--- src/sqa_pkg.sv ---
// ----------------------------------------------------------------------------
// sqa_pkg: shared definitions for the sampled quadrature accumulator
// Widths, rule codes, status codes, quantized weight tables and the small
// helper functions for weight selection, phase arithmetic and status.
// ----------------------------------------------------------------------------
package sqa_pkg;

	localparam int unsigned MAX_SAMPLES      = 1048576;
	localparam int unsigned WEIGHT_FRAC_BITS = 24;

	localparam int unsigned SAMPLE_W   = 32;
	localparam int unsigned STEP_W     = 32;
	localparam int unsigned RESULT_W   = 64;
	localparam int unsigned STATUS_W   = 2;
	localparam int unsigned MODE_W     = 3;
	localparam int unsigned CFG_DATA_W = 32;
	localparam int unsigned CFG_IDX_W  = 1;

	localparam int unsigned CNT_W    = $clog2(MAX_SAMPLES + 1);
	localparam int unsigned TAIL_LEN = 6;
	localparam int unsigned WGT_W    = WEIGHT_FRAC_BITS + 1;
	localparam int unsigned OPA_W    = SAMPLE_W + 1;
	localparam int unsigned OPB_W    = ((WGT_W > STEP_W) ? WGT_W : STEP_W) + 1;
	localparam int unsigned PROD_W   = OPA_W + OPB_W;
	localparam int unsigned SUM_W    = SAMPLE_W + WEIGHT_FRAC_BITS + $clog2(MAX_SAMPLES) + 2;
	localparam int unsigned CHUNK_W  = SAMPLE_W;
	localparam int unsigned NCHUNK   = (SUM_W + CHUNK_W - 1) / CHUNK_W;
	localparam int unsigned SH_W     = NCHUNK * CHUNK_W;
	localparam int unsigned CH_W     = $clog2(NCHUNK);
	localparam int unsigned ACC_W    = SUM_W + STEP_W;

	localparam int unsigned MIN_EXT4A = 8;
	localparam int unsigned MIN_NR3   = 5;
	localparam int unsigned MIN_NR4   = 6;
	localparam int unsigned MIN_TRAP  = 7;
	localparam int unsigned TRAP_PANEL = 6;
	localparam int unsigned N_END0 = 4;
	localparam int unsigned N_END1 = 2;
	localparam int unsigned N_END2 = 3;
	localparam int unsigned NC6_ROW = 3;

	localparam logic [CFG_IDX_W-1:0] REG_RULE_MODE = 1'b0;
	localparam logic [CFG_IDX_W-1:0] REG_STEP_SIZE = 1'b1;
	localparam logic [STEP_W-1:0]    STEP_RESET    = STEP_W'(65536);

	typedef enum logic [MODE_W-1:0] {
		MODE_EXT4A    = 3'd0,
		MODE_NR3      = 3'd1,
		MODE_NR4      = 3'd2,
		MODE_NC3      = 3'd3,
		MODE_NC4      = 3'd4,
		MODE_NC5      = 3'd5,
		MODE_NC6      = 3'd6,
		MODE_NC6_TRAP = 3'd7
	} mode_t;

	typedef enum logic [STATUS_W-1:0] {
		STATUS_OK         = 2'd0,
		STATUS_SHORT      = 2'd1,
		STATUS_MISALIGNED = 2'd2
	} status_t;

	typedef struct packed {
		logic [1:0] m4;
		logic [2:0] m5;
		logic [2:0] m6;
	} phase_t;

	typedef struct packed {
		logic                    en;
		logic signed [OPA_W-1:0] a;
		logic signed [OPB_W-1:0] b;
	} sqa_mul_req_t;

	localparam logic signed [ACC_W-1:0] ROUND_HALF = ACC_W'(1) <<< (WEIGHT_FRAC_BITS - 1);
	localparam logic [RESULT_W-1:0] RESULT_MAX = {1'b0, {(RESULT_W - 1){1'b1}}};
	localparam logic [RESULT_W-1:0] RESULT_MIN = {1'b1, {(RESULT_W - 1){1'b0}}};

	// Weights are round-half-up of num/den in WEIGHT_FRAC_BITS fraction bits.
	localparam logic [63:0] FRAC_ONE = 64'd1 << WEIGHT_FRAC_BITS;

	localparam logic [WGT_W-1:0] W_ONE  = WGT_W'(FRAC_ONE);
	localparam logic [WGT_W-1:0] W_HALF = WGT_W'((FRAC_ONE + 64'd1) / 64'd2);

	localparam logic [WGT_W-1:0] W_END0 [N_END0] = '{
		WGT_W'((64'd17 * FRAC_ONE + 64'd24) / 64'd48),
		WGT_W'((64'd59 * FRAC_ONE + 64'd24) / 64'd48),
		WGT_W'((64'd43 * FRAC_ONE + 64'd24) / 64'd48),
		WGT_W'((64'd49 * FRAC_ONE + 64'd24) / 64'd48)
	};

	localparam logic [WGT_W-1:0] W_END1 [N_END1] = '{
		WGT_W'((64'd5 * FRAC_ONE + 64'd6) / 64'd12),
		WGT_W'((64'd13 * FRAC_ONE + 64'd6) / 64'd12)
	};

	// The fourth entry only pads the table to a power of two.
	localparam logic [WGT_W-1:0] W_END2 [4] = '{
		WGT_W'((64'd9 * FRAC_ONE + 64'd12) / 64'd24),
		WGT_W'((64'd28 * FRAC_ONE + 64'd12) / 64'd24),
		WGT_W'((64'd23 * FRAC_ONE + 64'd12) / 64'd24),
		WGT_W'(FRAC_ONE)
	};

	// Row t holds the rule with t+3 intervals; entry 0 is the end weight.
	localparam logic [WGT_W-1:0] W_NC [4][6] = '{
		'{WGT_W'((64'd3 * FRAC_ONE + 64'd4) / 64'd8),
		  WGT_W'((64'd9 * FRAC_ONE + 64'd4) / 64'd8),
		  WGT_W'((64'd9 * FRAC_ONE + 64'd4) / 64'd8),
		  '0, '0, '0},
		'{WGT_W'((64'd28 * FRAC_ONE + 64'd45) / 64'd90),
		  WGT_W'((64'd128 * FRAC_ONE + 64'd45) / 64'd90),
		  WGT_W'((64'd48 * FRAC_ONE + 64'd45) / 64'd90),
		  WGT_W'((64'd128 * FRAC_ONE + 64'd45) / 64'd90),
		  '0, '0},
		'{WGT_W'((64'd95 * FRAC_ONE + 64'd144) / 64'd288),
		  WGT_W'((64'd375 * FRAC_ONE + 64'd144) / 64'd288),
		  WGT_W'((64'd250 * FRAC_ONE + 64'd144) / 64'd288),
		  WGT_W'((64'd250 * FRAC_ONE + 64'd144) / 64'd288),
		  WGT_W'((64'd375 * FRAC_ONE + 64'd144) / 64'd288),
		  '0},
		'{WGT_W'((64'd246 * FRAC_ONE + 64'd420) / 64'd840),
		  WGT_W'((64'd1296 * FRAC_ONE + 64'd420) / 64'd840),
		  WGT_W'((64'd162 * FRAC_ONE + 64'd420) / 64'd840),
		  WGT_W'((64'd1632 * FRAC_ONE + 64'd420) / 64'd840),
		  WGT_W'((64'd162 * FRAC_ONE + 64'd420) / 64'd840),
		  WGT_W'((64'd1296 * FRAC_ONE + 64'd420) / 64'd840)}
	};

	// Weight of a node shared by two adjacent panels.
	localparam logic [WGT_W-1:0] W_NC_IN [4] = '{
		WGT_W'((64'd6 * FRAC_ONE + 64'd4) / 64'd8),
		WGT_W'((64'd56 * FRAC_ONE + 64'd45) / 64'd90),
		WGT_W'((64'd190 * FRAC_ONE + 64'd144) / 64'd288),
		WGT_W'((64'd492 * FRAC_ONE + 64'd420) / 64'd840)
	};

	// Node where the last full six-interval panel meets the trapezoid tail.
	localparam logic [WGT_W-1:0] W_NC6_JOIN = WGT_W'((64'd666 * FRAC_ONE + 64'd420) / 64'd840);

	function automatic logic [2:0] period_of(input mode_t mode);
		logic [2:0] k;
		unique case (mode)
			MODE_EXT4A, MODE_NR3, MODE_NR4: k = 3'd1;
			MODE_NC3:                       k = 3'd3;
			MODE_NC4:                       k = 3'd4;
			MODE_NC5:                       k = 3'd5;
			MODE_NC6, MODE_NC6_TRAP:        k = 3'd6;
		endcase
		return k;
	endfunction

	// Sample count modulo k for k of 3 to 6, taken from the running phase counters.
	function automatic logic [2:0] count_phase(input logic [2:0] k, input phase_t ph);
		logic [2:0] base;
		unique case (k)
			3'd3:    base = (ph.m6 >= 3'd3) ? ph.m6 - 3'd3 : ph.m6;
			3'd4:    base = {1'b0, ph.m4};
			3'd5:    base = ph.m5;
			default: base = ph.m6;
		endcase
		return base;
	endfunction

	// (base - sub) mod k for base < k and sub <= 2k.
	function automatic logic [2:0] residue(input logic [2:0] k, input logic [2:0] base,
			input logic [2:0] sub);
		logic [4:0] t;
		t = 5'(base) + 5'(k) + 5'(k) - 5'(sub);
		for (int s = 0; s < 2; s++) begin
			if (t >= 5'(k)) t = t - 5'(k);
		end
		return t[2:0];
	endfunction

	// When known is low the vector length is still open and rdist is ignored.
	function automatic logic [WGT_W-1:0] weight_of(input mode_t mode,
			input logic [CNT_W-1:0] idx, input logic known, input logic [2:0] rdist,
			input logic [2:0] jph, input logic [2:0] qrem, input logic b_nz);
		logic [2:0]       k;
		logic [1:0]       t;
		logic [WGT_W-1:0] w;
		k = period_of(mode);
		t = 2'(k - 3'd3);
		unique case (mode)
			MODE_EXT4A: begin
				priority if (idx < CNT_W'(N_END0)) w = W_END0[idx[1:0]];
				else if (known && rdist < 3'(N_END0)) w = W_END0[rdist[1:0]];
				else w = W_ONE;
			end
			MODE_NR3: begin
				priority if (idx < CNT_W'(N_END1)) w = W_END1[idx[0]];
				else if (known && rdist < 3'(N_END1)) w = W_END1[rdist[0]];
				else w = W_ONE;
			end
			MODE_NR4: begin
				priority if (idx < CNT_W'(N_END2)) w = W_END2[idx[1:0]];
				else if (known && rdist < 3'(N_END2)) w = W_END2[rdist[1:0]];
				else w = W_ONE;
			end
			default: begin
				priority if (mode == MODE_NC6_TRAP && known && rdist < qrem)
					w = (rdist == 3'd0) ? W_HALF : W_ONE;
				else if (mode == MODE_NC6_TRAP && known && rdist == qrem && b_nz)
					w = (qrem != 3'd0) ? W_NC6_JOIN : W_NC[NC6_ROW][0];
				else if (idx == '0 || (known && rdist == 3'd0))
					w = W_NC[t][0];
				else if (jph == 3'd0)
					w = W_NC_IN[t];
				else
					w = W_NC[t][jph];
			end
		endcase
		return w;
	endfunction

	function automatic status_t status_of(input mode_t mode, input logic [CNT_W-1:0] n,
			input logic [2:0] q1);
		status_t s;
		s = STATUS_OK;
		unique case (mode)
			MODE_EXT4A:    if (n < CNT_W'(MIN_EXT4A)) s = STATUS_SHORT;
			MODE_NR3:      if (n < CNT_W'(MIN_NR3)) s = STATUS_SHORT;
			MODE_NR4:      if (n < CNT_W'(MIN_NR4)) s = STATUS_SHORT;
			MODE_NC6_TRAP: if (n < CNT_W'(MIN_TRAP)) s = STATUS_SHORT;
			default: begin
				priority if (n < CNT_W'(period_of(mode)) + CNT_W'(1)) s = STATUS_SHORT;
				else if (q1 != 3'd0) s = STATUS_MISALIGNED;
			end
		endcase
		return s;
	endfunction

endpackage

--- src/sqa_mul.sv ---
// ----------------------------------------------------------------------------
// sqa_mul: shared signed multiplier
// Registers the product of two signed operands when enabled; used for the
// sample terms and for the chunked multiply by the step size.
// ----------------------------------------------------------------------------
module sqa_mul import sqa_pkg::*; (
	input  logic                     clk,
	input  sqa_mul_req_t             req,
	output logic signed [PROD_W-1:0] product
);

	logic signed [PROD_W-1:0] product_q;

	always_ff @(posedge clk) begin
		if (req.en) product_q <= req.a * req.b;
	end

	assign product = product_q;

endmodule

--- config.mk ---
export PLATFORM = sky130hd
export DESIGN_NAME = sqa_mul
export DESIGN_NICKNAME = d
export VERILOG_FILES = /design/src/sqa_pkg.sv /design/src/sqa_mul.sv
export SDC_FILE = /design/constraint.sdc
export NUM_CORES = 2
export LEC_CHECK = 0
export BUFFER_PORTS_ARGS = -buffer_cell sky130_fd_sc_hd__buf_2
export CAP_MARGIN = 20
export CORE_MARGIN = 2
export CORE_UTILIZATION = 30
export DETAILED_ROUTE_END_ITERATION = 10
export GPL_ROUTABILITY_DRIVEN = 0
export GPL_TIMING_DRIVEN = 1
export PLACE_DENSITY = 0.5
export SYNTH_ARGS = -nofsm -noshare
export SYNTH_HDL_FRONTEND = slang
export SYNTH_SLANG_ARGS = --single-unit
--- constraint.sdc ---
create_clock -name clk -period 11.07 [get_ports clk]
set_clock_uncertainty 0.15 [all_clocks]
set_input_delay 0.5535 -clock clk [delete_from_list [all_inputs] [get_ports clk]]
set_output_delay 0.5535 -clock clk [all_outputs]
set_load 0.005 [all_outputs]
==> metrics.md <==
| Metric | Value |
|---|---|
| Status | completed |
| Seq cells post-synth | 66 |
| Slew HR | 31.3% |
| Die W | 375 microns |
| Async set-reset flop share out of synthesis | 0% |
| Post-DRT Antenna Nets | 0 |
| Number of synthesized flops with an enable pin | 66 |
| Setup Fix Bufs, Post-CTS | 0 |
| CP Capture Type | flip-flop |
| First-pass GRT wire length | around 200 mm |
| Synthesized area per cell | 9.54 sq um |
| Setup violators final | 0 |
| Site Rows | ~140 |
| Synth Warn # | 0 |
| Final net count | roughly 5700 |
| Growth of design area from synthesis to finish | 6.44% |
| Max-cap violations | 0 |
| Cts bufs inserted | 9 |
| Vias per inst | 4.68 |
| Clk sinks | 66 |
| Initial antenna violation count | 12 |
| Ports | between 100 and 150 |
| Final Cycle Share | 78.8% |
| Final Max Slew Viols | 0 |
| DR vias | 28573 |
| CP Data Required Time | approximately 11000 ps |
| Die Area | ~0.14 sq mm |
| Synth unique cells | 80 |
| Starting density of the core | 30.2% |
| Setup CP Type | in2reg |
| Clock slew at reported path FFs | approximately 60 ps |
| Port bufs | 133 |
| Critical Path Start Type | primary input |
| CTS hold repair buffers | 0 |
| Vias in the first global route | 31916 |
| Final period demand of the worst path | between 8000 and 9000 ps |
| Least-Margin Pin Slew | 1030 ps |
| Biggest area consumer among synthesized cells | fa_1 |
| Cells after synthesis | 4338 |
| CTS tree | yes |
| Height of the die | 375 microns |
| CTS resizes | 0 |
| Main synth FF type | edfxtp_1 |
| RSZ-0062 raised after global routing | no |
| Top cells by area, synth | fa_1 55%, inv_1 10%, and2_1 8.5% |
| GRT Util Overall | 18.4% |
| DRT Pass-1 Iters | 5 |
| CTS max path bufs | 2 |
| Max FFs per register | 66 |
| Global route overflow | 0 |
| CP max FO | 33 |
| # DRC | 0 |
| Area share of the largest cell type after synthesis | 55.4% |
| Syn Nets | ~5800 |
| Largest net degree at the start of global routing | 55 |
| Share of cells above drive strength 1 | 5.09% |
| Max frequency | 115 MHz |
| Core area | 0.137 sq mm |
| Detailed-route wire length | ~130 mm |
| Drt first-iter violations | roughly 1300 |
| Detailed placement HPWL | 104 mm |
| Hold wc startpoint | req[66] |
| Worst Hold End | product[61]$_DFFE_PP_ |
| Final hold vios | 0 |
| Post-Syn Area | 0.0414 sq mm |
| Worst Hold Depth | 1 |
| Wire per inst | 20.7 microns |
| CP arrival | a little under 9000 ps |
| Post-synthesis sequential area ratio | 4.79% |
| H-tree depth | 3 |
| Root buf cell | clkbuf_16 |
| Post-Route Setup TNS | 0 ps |
| Worst hold path class | in2reg |
[stage by stage]
step / util (%) / hold WS [ps] / cell area (sq um) / std cells / setup WS [ps]
after floorplan: - / 516 / 41400 / 4338 / 3000
after global placement: 31.9 / 798 / 43700 / 6077 / 2110
after detailed placement: 31.9 / 795 / 43700 / 6077 / 2020
after CTS: 32.1 / 414 / 44000 / 6093 / 2400
after global routing: 32.1 / 419 / 44100 / 6097 / 1940
final: 32.1 / 433 / 44100 / 6099 / 2350
[how the worst max path moves through the flow]
stage          startpoint                    end
3_5_place_dp      req[65]  product[58]$_DFFE_PP_
6_report          req[65]  product[60]$_DFFE_PP_
4_1_cts           req[65]  product[60]$_DFFE_PP_
5_1_grt           req[65]  product[64]$_DFFE_PP_
2_1_floorplan     req[65]  product[62]$_DFFE_PP_
3_3_place_gp       req[7]  product[60]$_DFFE_PP_
[area by class of cell]
type / count / area, sq um
clock inverter: 7 / 92.6
clock buffer: 9 / 225
sequential: 66 / 1980
fill: 14433 / 93100
multi-input combinational: 2920 / 34300
antenna: 5 / 12.5
tap: 1794 / 2240
inverter: 1131 / 4250
timing repair buffer: 167 / 943
[routing by layer]
layer | vias to the layer above | share of wire, % | global-route usage (%)
li1 | 12304 | - | -
met1 | 15359 | 37 | 21.0
met2 | 692 | 54 | 34.4
met3 | 212 | 4.0 | 2.15
met4 | 6 | 5.1 | 7.98
met5 | - | 0.032 | 0
[worst max-delay path, stage by stage]
cell      delay [ps]
buf_2            520
nand2_1          210
inv_1            190
fa_1             500
fa_1             630
fa_1             660
fa_1            1280
fa_1             580
fa_1             500
fa_1             490
inv_1             60
fa_1             470
inv_1             40
ha_1             430
nand4_1          230
nor3_1           570
o311ai_4         310
nand3_2          200
a31oi_1          110
xnor2_1          130
[kinds of logic after synthesis]
| logic type | after synthesis | share of synthesized area [%] |
|---|---|---|
| AND/OR/NAND/NOR | 1271 | 15.5 |
| AO/OA/AOI/OAI | 219 | 4.00 |
| flip-flops | 66 | 4.79 |
| XOR/XNOR | 68 | 1.44 |
| buffers and inverters | 1352 | 12.3 |
| adder cells (fa/ha/maj) | 1362 | 61.9 |
[cell usage after synthesis, types with 25 or more instances]
master / instances
nand3_1: 25
xnor2_1: 43
a21o_1: 36
xor2_1: 25
nand2_1: 551
fa_1: 1145
nor2_1: 68
ha_1: 217
and2_1: 562
inv_1: 1131
edfxtp_1: 66
clkbuf_1: 208
a21oi_1: 57
o21ai_0: 25
[placed cells by master, fill, tap and decap left out, types with 8 or more instances in the layout]
cell type	n
fa_1	1145
inv_1	1130
and2_1	562
nand2_1	551
ha_1	217
buf_2	132
nor2_1	68
edfxtp_1	66
a21oi_1	57
xnor2_1	43
a21o_1	36
buf_4	34
o21ai_0	25
nand3_1	25
xor2_1	25
nand2b_1	12
o21bai_1	11
nand4_1	11
clkbuf_16	9
a31oi_1	8
Power is left out: the tool's default activity adds up to more than one toggle a clock period on the data nets, which glitch-free logic cannot reach.
